$ cat src/rtl/dpw_pkg.sv
// dpw_pkg: shared types, register indexes and constants for the depth pixel
// to world point pipeline. No dependencies; used by every file under rtl.
package dpw_pkg;

  // Parameter defaults
  localparam int SAMPLE_STRIDE_DEF = 3;
  localparam int COORD_BITS_DEF    = 12;

  // Configuration port
  localparam int CFG_IDX_W  = 3;
  localparam int CFG_DATA_W = 64;

  localparam logic [CFG_IDX_W-1:0] REG_DEPTH_LIMITS = 3'd0;
  localparam logic [CFG_IDX_W-1:0] REG_INTRINSICS   = 3'd1;
  localparam logic [CFG_IDX_W-1:0] REG_ROW_X        = 3'd2;
  localparam logic [CFG_IDX_W-1:0] REG_ROW_Y        = 3'd3;
  localparam logic [CFG_IDX_W-1:0] REG_ROW_Z        = 3'd4;

  // Register reset values: limits 41..40960, cx 320, cy 240, 1/f 125/65536,
  // identity transform
  localparam logic [31:0] LIMITS_RESET = 32'hA000_0029;
  localparam logic [63:0] INTR_RESET   = 64'h007D_007D_0F00_1400;
  localparam logic [63:0] ROWX_RESET   = 64'h0000_0000_0000_4000;
  localparam logic [63:0] ROWY_RESET   = 64'h0000_0000_4000_0000;
  localparam logic [63:0] ROWZ_RESET   = 64'h0000_4000_0000_0000;

  // Output point range
  localparam int PT_MAX = 524287;
  localparam int PT_MIN = -524288;

  typedef struct packed {
    logic [15:0] depth_value;
    logic [11:0] pixel_row;
    logic [11:0] pixel_col;
    logic [7:0]  blue_in;
    logic [7:0]  green_in;
    logic [7:0]  red_in;
    logic        frame_end_in;
  } in_item_t;

  typedef struct packed {
    logic signed [19:0] point_x;
    logic signed [19:0] point_y;
    logic signed [19:0] point_z;
    logic [7:0]         blue_out;
    logic [7:0]         green_out;
    logic [7:0]         red_out;
    logic               kept;
    logic               frame_end_out;
  } out_item_t;

  // Control and pass-through data that rides along each pipeline stage
  typedef struct packed {
    logic       valid;
    logic       keep;
    logic [7:0] blue;
    logic [7:0] green;
    logic [7:0] red;
    logic       frame_end;
  } dpw_side_t;

endpackage

$ cat src/rtl/dpw_scale.sv
// dpw_scale: stages C and D. Scales by the inverse focal lengths and rounds
// to camera coordinates in 1/65536 m. Depends on dpw_pkg.
module dpw_scale #(
  parameter int UDW  = 34,
  parameter int CAMW = 36
) (
  input  logic                   clk,
  input  logic                   rst_n,
  input  dpw_pkg::dpw_side_t     side_i,
  input  logic signed [UDW-1:0]  ud_i,
  input  logic signed [UDW-1:0]  vd_i,
  input  logic [15:0]            d_i,
  input  logic [31:0]            inv_f,
  output dpw_pkg::dpw_side_t     side_o,
  output logic signed [CAMW-1:0] cam_x_o,
  output logic signed [CAMW-1:0] cam_y_o,
  output logic signed [CAMW-1:0] cam_z_o
);

  localparam int P = UDW + 17;
  localparam logic [P:0] RND16 = (P + 1)'(32768);

  // Stage C registers
  dpw_pkg::dpw_side_t    c_side_r;
  logic signed [P-1:0]   c_px_r, c_px_nxt;
  logic signed [P-1:0]   c_py_r, c_py_nxt;
  logic [15:0]           c_d_r;

  // Stage D registers
  dpw_pkg::dpw_side_t    d_side_r;
  logic signed [CAMW-1:0] d_cx_r, d_cx_nxt;
  logic signed [CAMW-1:0] d_cy_r, d_cy_nxt;
  logic signed [CAMW-1:0] d_cz_r, d_cz_nxt;

  logic [P:0] px_rnd, py_rnd;

  // Stage C: times 1/fx and 1/fy (Q0.16)
  always_comb begin
    c_px_nxt = P'(ud_i) * P'($signed({1'b0, inv_f[15:0]}));
    c_py_nxt = P'(vd_i) * P'($signed({1'b0, inv_f[31:16]}));
  end

  // Stage D: round half up by 2^16; z is depth in 1/65536 m
  always_comb begin
    px_rnd   = {c_px_r[P-1], c_px_r} + RND16;
    py_rnd   = {c_py_r[P-1], c_py_r} + RND16;
    d_cx_nxt = $signed(px_rnd[P:16]);
    d_cy_nxt = $signed(py_rnd[P:16]);
    d_cz_nxt = $signed(CAMW'({c_d_r, 4'b0000}));
  end

  always_ff @(posedge clk) begin
    if (!rst_n) begin
      c_side_r <= '0;
      d_side_r <= '0;
    end else begin
      c_side_r <= side_i;
      d_side_r <= c_side_r;
    end
  end

  always_ff @(posedge clk) begin
    c_px_r <= c_px_nxt;
    c_py_r <= c_py_nxt;
    c_d_r  <= d_i;
    d_cx_r <= d_cx_nxt;
    d_cy_r <= d_cy_nxt;
    d_cz_r <= d_cz_nxt;
  end

  assign side_o  = d_side_r;
  assign cam_x_o = d_cx_r;
  assign cam_y_o = d_cy_r;
  assign cam_z_o = d_cz_r;

endmodule

$ cat config.mk
export PLATFORM = sky130hd
export DESIGN_NAME = dpw_scale
export DESIGN_NICKNAME = d
export VERILOG_FILES = /design/src/rtl/dpw_pkg.sv /design/src/rtl/dpw_scale.sv
export SDC_FILE = /design/constraint.sdc
export NUM_CORES = 2
export LEC_CHECK = 0
export BUFFER_PORTS_ARGS = -buffer_cell sky130_fd_sc_hd__buf_2
export CORE_UTILIZATION = 41
export CTS_CLUSTER_SIZE = 12
export DETAILED_ROUTE_END_ITERATION = 10
export PLACE_DENSITY = 0.67
export SETUP_SLACK_MARGIN = 0.1
export SLEW_MARGIN = 20
export SYNTH_ARGS = -nofsm -noshare
export SYNTH_HDL_FRONTEND = slang
export SYNTH_SLANG_ARGS = --single-unit
$ cat constraint.sdc
create_clock -name clk -period 10.42 [get_ports clk]
set_clock_uncertainty 0.05 [all_clocks]
set_input_delay 0.521 -clock clk [delete_from_list [all_inputs] [get_ports clk]]
set_output_delay 0.521 -clock clk [all_outputs]
set_load 0.03 [all_outputs]
==> PnR_summary.wiki <==
{| class="wikitable"
! Metric !! Value
|-
| Die Wd || 327 um
|-
| Beginning of the critical path || inv_f[8]
|-
| Global route total overflow || 0
|-
| Detailed-route vias per instance || 4.94
|-
| Synthesized area || 0.0433 mm^2
|-
| Slew @ Worst Pin || 885 ps
|-
| # rows || 118
|-
| Port buffer count || 259
|-
| CTS buffer count || 27
|-
| Sequential area share after synthesis || 10.6%
|-
| Category of the critical setup timing path || in -> reg
|-
| Overall global routing resource usage || 20.8%
|-
| Iteration count of the initial detailed-routing pass || 7
|-
| Worst path arrival time || 7320 ps
|-
| Total of flip-flops plus latches after synthesis || 230
|-
| Worst r2r src || c_py_r[24]
|-
| Number of warnings reported in the yosys synthesis log || 0
|-
| Path class of the lowest-slack min-delay path || in -> reg
|-
| Detailed-route DRC error count || 0
|-
| Mean area per synthesized cell || 9.24 um^2
|-
| Die outline height || 327 um
|-
| Clock buffer depth || 3
|-
| List of most frequent post-synthesis cells || 1146 x sky130_fd_sc_hd__inv_1, 1030 x sky130_fd_sc_hd__fa_1, 773 x sky130_fd_sc_hd__nand2_1
|-
| Clock Latency Late Sink || 620 ps
|-
| Vias || 30646
|-
| Max-slew headroom at the worst pin || 41.0%
|-
| Number of distinct standard cells referenced by the synthesized netlist || 69
|-
| Initial Util || 41.6%
|-
| Violation count after the first detailed-routing iteration || 1785
|-
| Startpoint types || input port
|-
| TritonCTS clock tree || built
|-
| Max Transition Viols Final || 0
|-
| Number of nets with antenna violations after detailed routing || 0
|-
| Data required time at the worst endpoint || 10850 ps
|-
| Number of sinks handled by clock tree synthesis || 230
|-
| Final count of negative-setup-slack endpoints || 0
|-
| Vias in the first global route || 33893
|-
| Critical Path End || c_px_r[38]
|-
| Placeable core area || 0.104 mm^2
|-
| Nets@finish || 6219
|-
| Placer Congestion || 0.867
|-
| Average wire length per cell after detail routing || 17.1 um
|-
| Maximum clock frequency || 145 MHz
|-
| Clock transition at path regs || 60 ps
|-
| Count of flip-flops with a built-in enable after synthesis || 0
|-
| Cell at the root of the clock tree || sky130_fd_sc_hd__clkbuf_16
|-
| Area share of the largest cell type after synthesis || 47.6%
|-
| Fraction of layout instances using a drive strength above 1 || 6.82%
|-
| Wire length of the first global-routing pass || 178000 um
|-
| Worst-path maximum fanout || 34
|-
| DRT Wirelength || 106000 um
|-
| Number of setup buffers added after CTS || 0
|-
| Filler-free cell count of the finished design || 6203
|-
| Reg-to-reg setup timing slack || 7280 ps
|-
| Area delta synth->final || 7.70%
|-
| Worst reg2reg path depth || 9
|-
| Number of gates resized after cts || 0
|-
| Mapped Cells || 4686
|-
| Max capacitance violation total || 0
|-
| Run status || finished, final reports clean
|-
| Most frequent cell after synthesis || sky130_fd_sc_hd__inv_1
|-
| Cell type with the largest total area after synthesis || sky130_fd_sc_hd__fa_1
|-
| Post-Place Cells || 6139
|-
| Final count of hold timing violations || 0
|-
| Minimum period implied by the final worst setup slack || 6890 ps
|-
| Worst hold-check slack || 77.2 ps
|-
| Post-DP HPWL || 83800 um
|-
| H-Tree Level Count || 1
|-
| Setup TNS || 0 ps
|-
| Synth Flop Type || sky130_fd_sc_hd__dfxtp_1
|-
| Antenna violations before repair || 8
|-
| Critical register-to-register path endpoint || cam_y_o[33]
|-
| Final cycle utilization of the critical path || 66.1%
|-
| Area of the die || 0.107 mm^2
|-
| Post-synthesis async set-or-reset flop share || 0%
|-
| Number of top-level pins || 280
|-
| Pin count of the biggest net entering global routing || 55
|-
| Nature of the critical path endpoint || flip-flop
|-
| RSZ-0062 raised after global routing || false
|-
| Top cells by area in the synthesized netlist || sky130_fd_sc_hd__fa_1 48%, sky130_fd_sc_hd__dfxtp_1 11%, sky130_fd_sc_hd__inv_1 9.9%
|}
-- worst min path at each step --
stage,start,slack (ps),endpoint,cells past startpoint
after floorplan,c_d_r[6],260,cam_z_o[10],0
after global placement,c_d_r[11],260,cam_z_o[15],0
after detailed placement,c_d_r[6],260,cam_z_o[10],0
after CTS,side_i[25],20,c_side_r[25],2
after global routing,side_i[26],40,c_side_r[26],2
final,side_i[15],80,c_side_r[15],2
-- cell usage in the layout, fill, tap and decap left out, types with 4 or more instances in the layout --
cell type and instances:
sky130_fd_sc_hd__a211o_1 5, sky130_fd_sc_hd__a211oi_1 13, sky130_fd_sc_hd__a21o_1 50, sky130_fd_sc_hd__a21oi_1 76, sky130_fd_sc_hd__a31oi_1 6, sky130_fd_sc_hd__and2_1 447, sky130_fd_sc_hd__and3_1 25, sky130_fd_sc_hd__and4_1 8
sky130_fd_sc_hd__buf_2 259, sky130_fd_sc_hd__buf_4 7, sky130_fd_sc_hd__clkbuf_1 5, sky130_fd_sc_hd__clkbuf_16 27, sky130_fd_sc_hd__clkbuf_8 5, sky130_fd_sc_hd__conb_1 20, sky130_fd_sc_hd__dfxtp_1 230, sky130_fd_sc_hd__dlygate4sd3_1 16
sky130_fd_sc_hd__fa_1 1030, sky130_fd_sc_hd__ha_1 240, sky130_fd_sc_hd__inv_1 1146, sky130_fd_sc_hd__nand2_1 773, sky130_fd_sc_hd__nand2b_1 8, sky130_fd_sc_hd__nand3_1 37, sky130_fd_sc_hd__nand4_1 29, sky130_fd_sc_hd__nor2_1 52
sky130_fd_sc_hd__nor2b_1 13, sky130_fd_sc_hd__nor3_1 15, sky130_fd_sc_hd__o211ai_1 6, sky130_fd_sc_hd__o21a_1 7, sky130_fd_sc_hd__o21ai_0 33, sky130_fd_sc_hd__o21ai_1 4, sky130_fd_sc_hd__o21bai_1 9, sky130_fd_sc_hd__o311ai_0 4
sky130_fd_sc_hd__or3_1 5, sky130_fd_sc_hd__or4_1 5, sky130_fd_sc_hd__xnor2_1 99, sky130_fd_sc_hd__xor2_1 49
-- registers in the layout (all words and copies together) (netlist names) --
signal    cells
c_side_r     27
c_py_r       36
c_px_r       36
c_d_r        16
cam_y_o      36
cam_z_o      16
cam_x_o      36
side_o       27
-- cell families after synthesis --
kind of cell	synth area share (%)
and+or+nand+nor	15.9
xor gates and xnor gates	2.99
DFF	10.6
adders and majority gates	54.6
AOI/OAI and AO/OA	3.99
buffers and inverters	12.0
other	0.00866
-- per-layer routing --
layer | track usage, % | vias to the layer above | share of wire [%]
li1 | - | 13727 | -
met1 | 27.0 | 15737 | 42
met5 | 0 | - | 0.077
met2 | 36.0 | 981 | 49
met4 | 5.21 | 14 | 2.4
met3 | 3.54 | 187 | 7.0
-- per-stage QoR --
stage	instance area [um^2]	util [%]	setup WS (ps)
5_1_grt	46600	44.8	3180
3_3_place_gp	45600	43.8	3110
4_1_cts	46600	44.8	3680
6_report	46600	44.8	3530
3_5_place_dp	45600	43.8	3030
2_1_floorplan	43400	-	3960
-- worst max-delay path: stages --
cell and delay [ps]:
sky130_fd_sc_hd__buf_2 650, sky130_fd_sc_hd__nand2_1 190, sky130_fd_sc_hd__fa_1 570, sky130_fd_sc_hd__inv_1 50
sky130_fd_sc_hd__fa_1 500, sky130_fd_sc_hd__inv_1 50, sky130_fd_sc_hd__fa_1 530, sky130_fd_sc_hd__inv_1 50
sky130_fd_sc_hd__fa_1 450, sky130_fd_sc_hd__fa_1 500, sky130_fd_sc_hd__fa_1 410, sky130_fd_sc_hd__ha_1 390
sky130_fd_sc_hd__nand2_1 100, sky130_fd_sc_hd__o21ai_0 170, sky130_fd_sc_hd__a21o_1 130, sky130_fd_sc_hd__a21oi_1 80
sky130_fd_sc_hd__a211oi_1 740, sky130_fd_sc_hd__o21ai_0 440, sky130_fd_sc_hd__a211oi_1 500, sky130_fd_sc_hd__nor3_1 120
sky130_fd_sc_hd__xnor2_1 150
-- timing repair --
| item | in CTS | in global routing |
|---|---|---|
| hold endpoints to repair | 16 | 0 |
| hold buffers | 16 | 0 |
| setup endpoints to repair | 0 | 0 |
-- cell type report --
class,instances,area [um^2]
timing repair buffer,282,1510
multi-input combinational,3117,33600
inverter,1146,4300
clock buffer,37,763
sequential,230,4600
fill,10014,57500
tap,1380,1730
antenna,1,2.50
clock inverter,10,131
Power is not shown: default switching activity piles up to over one toggle a cycle in this logic, so the estimate is an artifact.
