--- config.mk ---
export PLATFORM = sky130hd
export DESIGN_NAME = dpw_front
export DESIGN_NICKNAME = d
export VERILOG_FILES = /design/src/rtl/dpw_pkg.sv /design/src/rtl/dpw_front.sv
export SDC_FILE = /design/constraint.sdc
export NUM_CORES = 2
export LEC_CHECK = 0
export ABC_AREA = 1
export BUFFER_PORTS_ARGS = -buffer_cell sky130_fd_sc_hd__buf_2
export CORE_MARGIN = 2
export CORE_UTILIZATION = 50
export DETAILED_ROUTE_END_ITERATION = 10
export MAX_ROUTING_LAYER = met4
export PLACE_DENSITY = 0.7
export SLEW_MARGIN = 20
export SYNTH_ARGS = -nofsm -noshare
export SYNTH_HDL_FRONTEND = slang
export SYNTH_SLANG_ARGS = --single-unit
--- constraint.sdc ---
create_clock -name clk -period 6.7 [get_ports clk]
set_clock_uncertainty 0.2 [all_clocks]
set_input_delay 1.34 -clock clk [delete_from_list [all_inputs] [get_ports clk]]
set_output_delay 1.34 -clock clk [all_outputs]
set_load 0.02 [all_outputs]
--- src/rtl/dpw_pkg.sv ---
// dpw_pkg: shared types, register indexes and constants for the depth pixel
// to world point pipeline. No dependencies; used by every file under rtl.
package dpw_pkg;

  // Parameter defaults
  localparam int SAMPLE_STRIDE_DEF = 3;
  localparam int COORD_BITS_DEF    = 12;

  // Configuration port
  localparam int CFG_IDX_W  = 3;
  localparam int CFG_DATA_W = 64;

  localparam logic [CFG_IDX_W-1:0] REG_DEPTH_LIMITS = 3'd0;
  localparam logic [CFG_IDX_W-1:0] REG_INTRINSICS   = 3'd1;
  localparam logic [CFG_IDX_W-1:0] REG_ROW_X        = 3'd2;
  localparam logic [CFG_IDX_W-1:0] REG_ROW_Y        = 3'd3;
  localparam logic [CFG_IDX_W-1:0] REG_ROW_Z        = 3'd4;

  // Register reset values: limits 41..40960, cx 320, cy 240, 1/f 125/65536,
  // identity transform
  localparam logic [31:0] LIMITS_RESET = 32'hA000_0029;
  localparam logic [63:0] INTR_RESET   = 64'h007D_007D_0F00_1400;
  localparam logic [63:0] ROWX_RESET   = 64'h0000_0000_0000_4000;
  localparam logic [63:0] ROWY_RESET   = 64'h0000_0000_4000_0000;
  localparam logic [63:0] ROWZ_RESET   = 64'h0000_4000_0000_0000;

  // Output point range
  localparam int PT_MAX = 524287;
  localparam int PT_MIN = -524288;

  typedef struct packed {
    logic [15:0] depth_value;
    logic [11:0] pixel_row;
    logic [11:0] pixel_col;
    logic [7:0]  blue_in;
    logic [7:0]  green_in;
    logic [7:0]  red_in;
    logic        frame_end_in;
  } in_item_t;

  typedef struct packed {
    logic signed [19:0] point_x;
    logic signed [19:0] point_y;
    logic signed [19:0] point_z;
    logic [7:0]         blue_out;
    logic [7:0]         green_out;
    logic [7:0]         red_out;
    logic               kept;
    logic               frame_end_out;
  } out_item_t;

  // Control and pass-through data that rides along each pipeline stage
  typedef struct packed {
    logic       valid;
    logic       keep;
    logic [7:0] blue;
    logic [7:0] green;
    logic [7:0] red;
    logic       frame_end;
  } dpw_side_t;

endpackage

--- src/rtl/dpw_front.sv ---
// dpw_front: stages A and B. Depth and stride tests, principal point offset,
// and the offset times depth products. Depends on dpw_pkg.
module dpw_front #(
  parameter int SAMPLE_STRIDE = dpw_pkg::SAMPLE_STRIDE_DEF,
  parameter int COORD_BITS    = dpw_pkg::COORD_BITS_DEF,
  parameter int UDW           = 34
) (
  input  logic                  clk,
  input  logic                  rst_n,
  input  logic                  in_take,
  input  dpw_pkg::in_item_t     in_item,
  input  logic [31:0]           depth_limits,
  input  logic [31:0]           cxcy,
  output dpw_pkg::dpw_side_t    side_o,
  output logic signed [UDW-1:0] ud_o,
  output logic signed [UDW-1:0] vd_o,
  output logic [15:0]           d_o
);

  localparam int UW   = ((COORD_BITS + 4) > 16 ? (COORD_BITS + 4) : 16) + 1;
  // Reciprocal for the stride remainder: exact for all COORD_BITS-bit values
  localparam int SH   = COORD_BITS + 3;
  localparam int MW   = SH + 1;
  localparam int QPW  = COORD_BITS + MW;
  localparam logic [MW-1:0] RECIP = MW'((2**SH + SAMPLE_STRIDE - 1) / SAMPLE_STRIDE);

  // Stage A registers
  dpw_pkg::dpw_side_t    a_side_r, a_side_nxt;
  logic [15:0]           a_d_r;
  logic signed [UW-1:0]  a_u_r, a_u_nxt;
  logic signed [UW-1:0]  a_v_r, a_v_nxt;
  logic [COORD_BITS-1:0] a_row_r, a_col_r;
  logic [COORD_BITS-1:0] a_qrow_r, a_qcol_r;

  // Stage B registers
  dpw_pkg::dpw_side_t    b_side_r, b_side_nxt;
  logic signed [UDW-1:0] b_ud_r, b_ud_nxt;
  logic signed [UDW-1:0] b_vd_r, b_vd_nxt;
  logic [15:0]           b_d_r;

  logic [COORD_BITS-1:0] row_m, col_m;
  logic [QPW-1:0]        row_prod, col_prod;
  logic                  depth_ok;
  logic                  stride_ok;

  // Stage A: coordinate wrap, depth window, offsets, stride quotients
  always_comb begin
    row_m    = COORD_BITS'(in_item.pixel_row);
    col_m    = COORD_BITS'(in_item.pixel_col);
    depth_ok = (in_item.depth_value >= depth_limits[15:0]) &&
               (in_item.depth_value <= depth_limits[31:16]);
    row_prod = QPW'(row_m) * QPW'(RECIP);
    col_prod = QPW'(col_m) * QPW'(RECIP);
    a_u_nxt  = $signed(UW'({col_m, 4'b0000})) - $signed(UW'(cxcy[15:0]));
    a_v_nxt  = $signed(UW'({row_m, 4'b0000})) - $signed(UW'(cxcy[31:16]));

    a_side_nxt.valid     = in_take;
    a_side_nxt.keep      = depth_ok;
    a_side_nxt.blue      = in_item.blue_in;
    a_side_nxt.green     = in_item.green_in;
    a_side_nxt.red       = in_item.red_in;
    a_side_nxt.frame_end = in_item.frame_end_in;
  end

  // Stage B: stride check and offset times depth
  always_comb begin
    stride_ok  = (QPW'(a_qrow_r) * QPW'(SAMPLE_STRIDE) == QPW'(a_row_r)) &&
                 (QPW'(a_qcol_r) * QPW'(SAMPLE_STRIDE) == QPW'(a_col_r));
    b_ud_nxt   = UDW'(a_u_r) * UDW'($signed({1'b0, a_d_r}));
    b_vd_nxt   = UDW'(a_v_r) * UDW'($signed({1'b0, a_d_r}));
    b_side_nxt      = a_side_r;
    b_side_nxt.keep = a_side_r.keep & stride_ok;
  end

  // Side registers with their valid bits
  always_ff @(posedge clk) begin
    if (!rst_n) begin
      a_side_r <= '0;
      b_side_r <= '0;
    end else begin
      a_side_r <= a_side_nxt;
      b_side_r <= b_side_nxt;
    end
  end

  // Payload
  always_ff @(posedge clk) begin
    a_d_r    <= in_item.depth_value;
    a_u_r    <= a_u_nxt;
    a_v_r    <= a_v_nxt;
    a_row_r  <= row_m;
    a_col_r  <= col_m;
    a_qrow_r <= row_prod[SH +: COORD_BITS];
    a_qcol_r <= col_prod[SH +: COORD_BITS];
    b_ud_r   <= b_ud_nxt;
    b_vd_r   <= b_vd_nxt;
    b_d_r    <= a_d_r;
  end

  assign side_o = b_side_r;
  assign ud_o   = b_ud_r;
  assign vd_o   = b_vd_r;
  assign d_o    = b_d_r;

endmodule

==> flow_results.org <==
** Status
- Result of the run :: complete, no violations

** Critical path
- Launch instance of the worst register-to-register path :: a_d_r[11]
- Most frequent CP cell :: fa_1
- The critical path goes through buf_12, nand2_1, fa_1, inv_1, fa_1, fa_1, fa_1, fa_1, inv_1, fa_1, inv_1, ha_1, nand2_1, nor4_2, nand4_1, nand3_2, nand3_1, o2111ai_1, xor2_1.
- At the worst endpoint, the arrival time is ~6.6 ns.
- STA classifies the critical path startpoint as a flip-flop.
- Grouping stages by cell kind, the critical path spends the most delay in adder cells.
- The setup path with the least slack is of type flip-flop to flip-flop.
- The endpoint identified for the worst register-to-register timing path is ud_o[31].
- Setup slack on the worst reg-to-reg path comes out at between 0.4 and 0.5 ns.
- Worst path bufs/invs :: 4
- In this run the worst path has a maximum fanout of 17.
- Type of element capturing the critical path :: flip-flop
- The number of cells on the worst reg-to-reg path is 19.
- Slowest Stage Delay on Critical Path :: ~0.75 ns
- Slowest cell on crit path :: dfxtp_1
- At the worst endpoint, the required time is between 7 and 8 ns.

** Placed design
- The congestion estimate from routability-driven global placement came to a little over 0.9.
- The count of buffers added on input and output ports is ~240.
- Summed over all nets, the half-perimeter wirelength after detailed placement is between 70000 and 80000 um.

** Logic synthesis
- The synthesized netlist contains 47 unique library cells.
- Mapped Avg Cell Area :: 8.277 sq um
- Number of standard cells after synthesis :: 4289
- Summing the areas of all fa, ha and maj instances in the mapped netlist gives between 50 and 60% of the synthesized area.
- Sequential cells were found to cover between 10% and 20% of the synthesized design area.
- Fraction of registers with async set or reset after synthesis :: 0%
- After synthesis the netlist holds a flip-flop and latch count of approximately 230.
- Synth Flop Type :: dfxtp_1
- Main combinational cell family by area after synthesis :: adder cells
- Cell types with the largest area share after synthesis :: fa_1 36%, ha_1 14%, inv_1 14%
- For this run, the number of Yosys warnings is 0.
- Of the post-synthesis cell area, the part taken by muxes is 0%.
- Number of nets produced by synthesis :: 5461
- After Yosys synthesis, XOR and XNOR cells account for about 3.3% of the synthesized area.
- Largest area contributor in the synthesized netlist :: fa_1
- Count of flip-flops with a built-in enable after synthesis :: 0
- Simple-gate portion of the synthesized area :: roughly an eighth
- In this run the biggest area consumer among cell types represents a little over a third of the synthesized area.
- The mapped netlist covers around 0.036 sq mm.
- Post-synthesis compound-gate area fraction :: roughly 5.3%

** STA
- Setup repair after global routing missed its margin :: false
- Fin crit period :: ~6.3 ns
- Share of the clock period used by the worst path after layout :: 93.76%
- Final number of hold-violating endpoints :: 0
- The max-slew violation count came to 0.
- For the pin with the worst max-slew slack, the measured transition is ~0.93 ns.
- Headroom to the max-slew limit came out at a little under two fifths.
- Post-Route Setup TNS :: 0 ns
- Timing would allow up to about 0.16 GHz.
- Count of final setup violators :: 0

** Routing
- Vias/cell :: 4.894
- DR iter-0 viols :: about 1600
- Drc violations :: 0
- The count of nets left with antenna violations once routing finished came out at 0.
- Wires add up to approximately 86000 um.
- Overall via count from detail_route :: between 20000 and 30000
- Dividing the detail-routed wire length by the instance count gives around 16 um.
- Number of iterations in the first detailed-routing pass :: 5

** Global routing
- Global-route usage over all layers :: between 20% and 30%
- The first global-routing pass estimated roughly 140000 um of wire.
- The via count of the first global-routing pass is around 28000.
- Largest net degree at the start of global routing :: 55
- Total congestion overflow :: 0
- Initial antenna violation count :: 3

** Cells and area
- The top cell types in the final layout, fill and taps aside, are 1302 x inv_1, 886 x nand2_1, 644 x fa_1.
- Leaving out fill and tap cells, the most frequent cell in the layout is inv_1.
- Compared with the post-synthesis result, the final layout area differs by 9.858%.
- # nets final :: between 5000 and 6000
- Of the cells placed in the final design, the portion with a size suffix greater than 1 is 9.232%.

** CTS
- In this run the number of H-tree levels came out at 1.
- Clock slew at reported path FFs :: around 0.06 ns
- Number of buffers inserted by hold repair at cts :: 0
- TritonCTS buffer count :: 29
- Number of sinks handled by clock tree synthesis :: between 200 and 250
- Counting along the longest clock path gives a buffer depth of 3.
- TritonCTS built the clock tree.
- In this run the clock root is driven by a clkbuf_16.
- The later pin in the worst-skew pair is clocked with a latency of roughly 0.6 ns.

** Floorplan
- # IOs :: between 200 and 250
- Chip height :: ~270 um
- For this configuration, the core starts out at a cell density of around 51%.
- The die is about 270 um wide.
- Row generation in the floorplan step produced just under 100 rows.
- Core box area :: ~0.07 sq mm
- Area enclosed by the die boundary :: approximately 0.073 sq mm

** Job
- Max-cap violations in this run came to 0.

** Hold path
- Hold Path Class :: flip-flop to flip-flop
- The worst hold path begins at a_side_r[6].
- Number of cells traversed by the worst hold path :: 2
- The worst hold path terminates at side_o[6].
==> how the worst max path moves through the flow <==
stage | startpoint | endpoint | slack (ns) | cells past startpoint
2_1_floorplan | a_v_r[16] | vd_o[30] | 0.78 | 23
3_3_place_gp | a_d_r[3] | ud_o[31] | 0.43 | 18
3_5_place_dp | a_d_r[3] | vd_o[30] | 0.40 | 21
4_1_cts | a_d_r[3] | vd_o[32] | 0.37 | 22
5_1_grt | a_v_r[16] | vd_o[32] | 0.02 | 22
6_report | a_d_r[11] | ud_o[31] | 0.42 | 19
==> timing repair <==
action                                  CTS  global route
endpoints found under the setup margin    0             1
gates resized for setup                   0             1
setup buffers                             0             0
==> area by class of cell <==
class,count,area (sq um)
timing repair buffer,315,1847
clock inverter,13,157.7
inverter,1305,4898
tap,940,1176
multi-input combinational,2612,25400
sequential,234,4686
fill,6630,31150
clock buffer,38,829.5
antenna,3,7.507
==> synth_stat cells, drive strengths merged, types with 2 or more instances <==
| master | instances |
|---|---|
| o31ai | 3 |
| nor2 | 91 |
| o211ai | 4 |
| nand4 | 21 |
| xor2 | 77 |
| nand3 | 75 |
| o21ai | 84 |
| o21a | 7 |
| a211oi | 7 |
| nor4 | 7 |
| a21oi | 175 |
| clkbuf | 137 |
| a21o | 7 |
| ha | 396 |
| dfxtp | 234 |
| nand2 | 895 |
| and2 | 2 |
| fa | 644 |
| o221ai | 3 |
| a221oi | 3 |
| nand3b | 4 |
| a21boi | 9 |
| nor3 | 27 |
| inv | 1305 |
| xnor2 | 54 |
| o21bai | 7 |
| a31oi | 6 |
==> tightest hold or removal path, stage by stage (launching register included) <==
cell and delay (ns):
dfxtp_1 0.30, nand2_1 0.04, inv_1 0.04
==> through the flow <==
stage          cell area (sq um)  util [%]  cells  setup slack [ns]  hold WS [ns]
2_1_floorplan              35500         -   4289            0.7812        0.1290
3_3_place_gp               38010     54.18   5406            0.4344        0.1917
3_5_place_dp               38010     54.18   5406            0.4029        0.1992
4_1_cts                    38990     55.58   5457            0.3682        0.2134
5_1_grt                    39000     55.59   5459           0.01579        0.2304
6_report                   39000     55.60   5460            0.4179        0.2072
==> sequential cells by signal, indices dropped and copies added (netlist names) <==
| signal | count |
|---|---|
| a_col_r | 12 |
| a_d_r | 16 |
| a_qcol_r | 11 |
| a_qrow_r | 11 |
| a_row_r | 12 |
| a_side_r | 27 |
| a_u_r | 17 |
| a_v_r | 17 |
| d_o | 16 |
| side_o | 27 |
| ud_o | 34 |
| vd_o | 34 |
==> per-layer routing <==
metal / vias up / routed length, um / part of all wire (%) / GRT usage, %
met4: 0 / 2135 / 2.5 / 6.092
met3: 150 / 6214 / 7.3 / 4.393
met5: - / 0 / 0 / -
met2: 788 / 40890 / 48 / 40.66
li1: 12860 / - / - / -
met1: 12920 / 36440 / 43 / 32.13
==> cell families (layout without fill, tap and decap cells) <==
group,after synthesis,count (layout)
buffers and inverters,1443,1671
and+or+nand+nor,1123,1123
AOI/OAI and AO/OA,317,317
adders and majority gates,1040,1040
other,0,3
DFF,234,234
xor gates and xnor gates,132,132
Power is left out: the tool's default activity adds up to more than one toggle a clock period on the data nets, which glitch-free logic cannot reach.
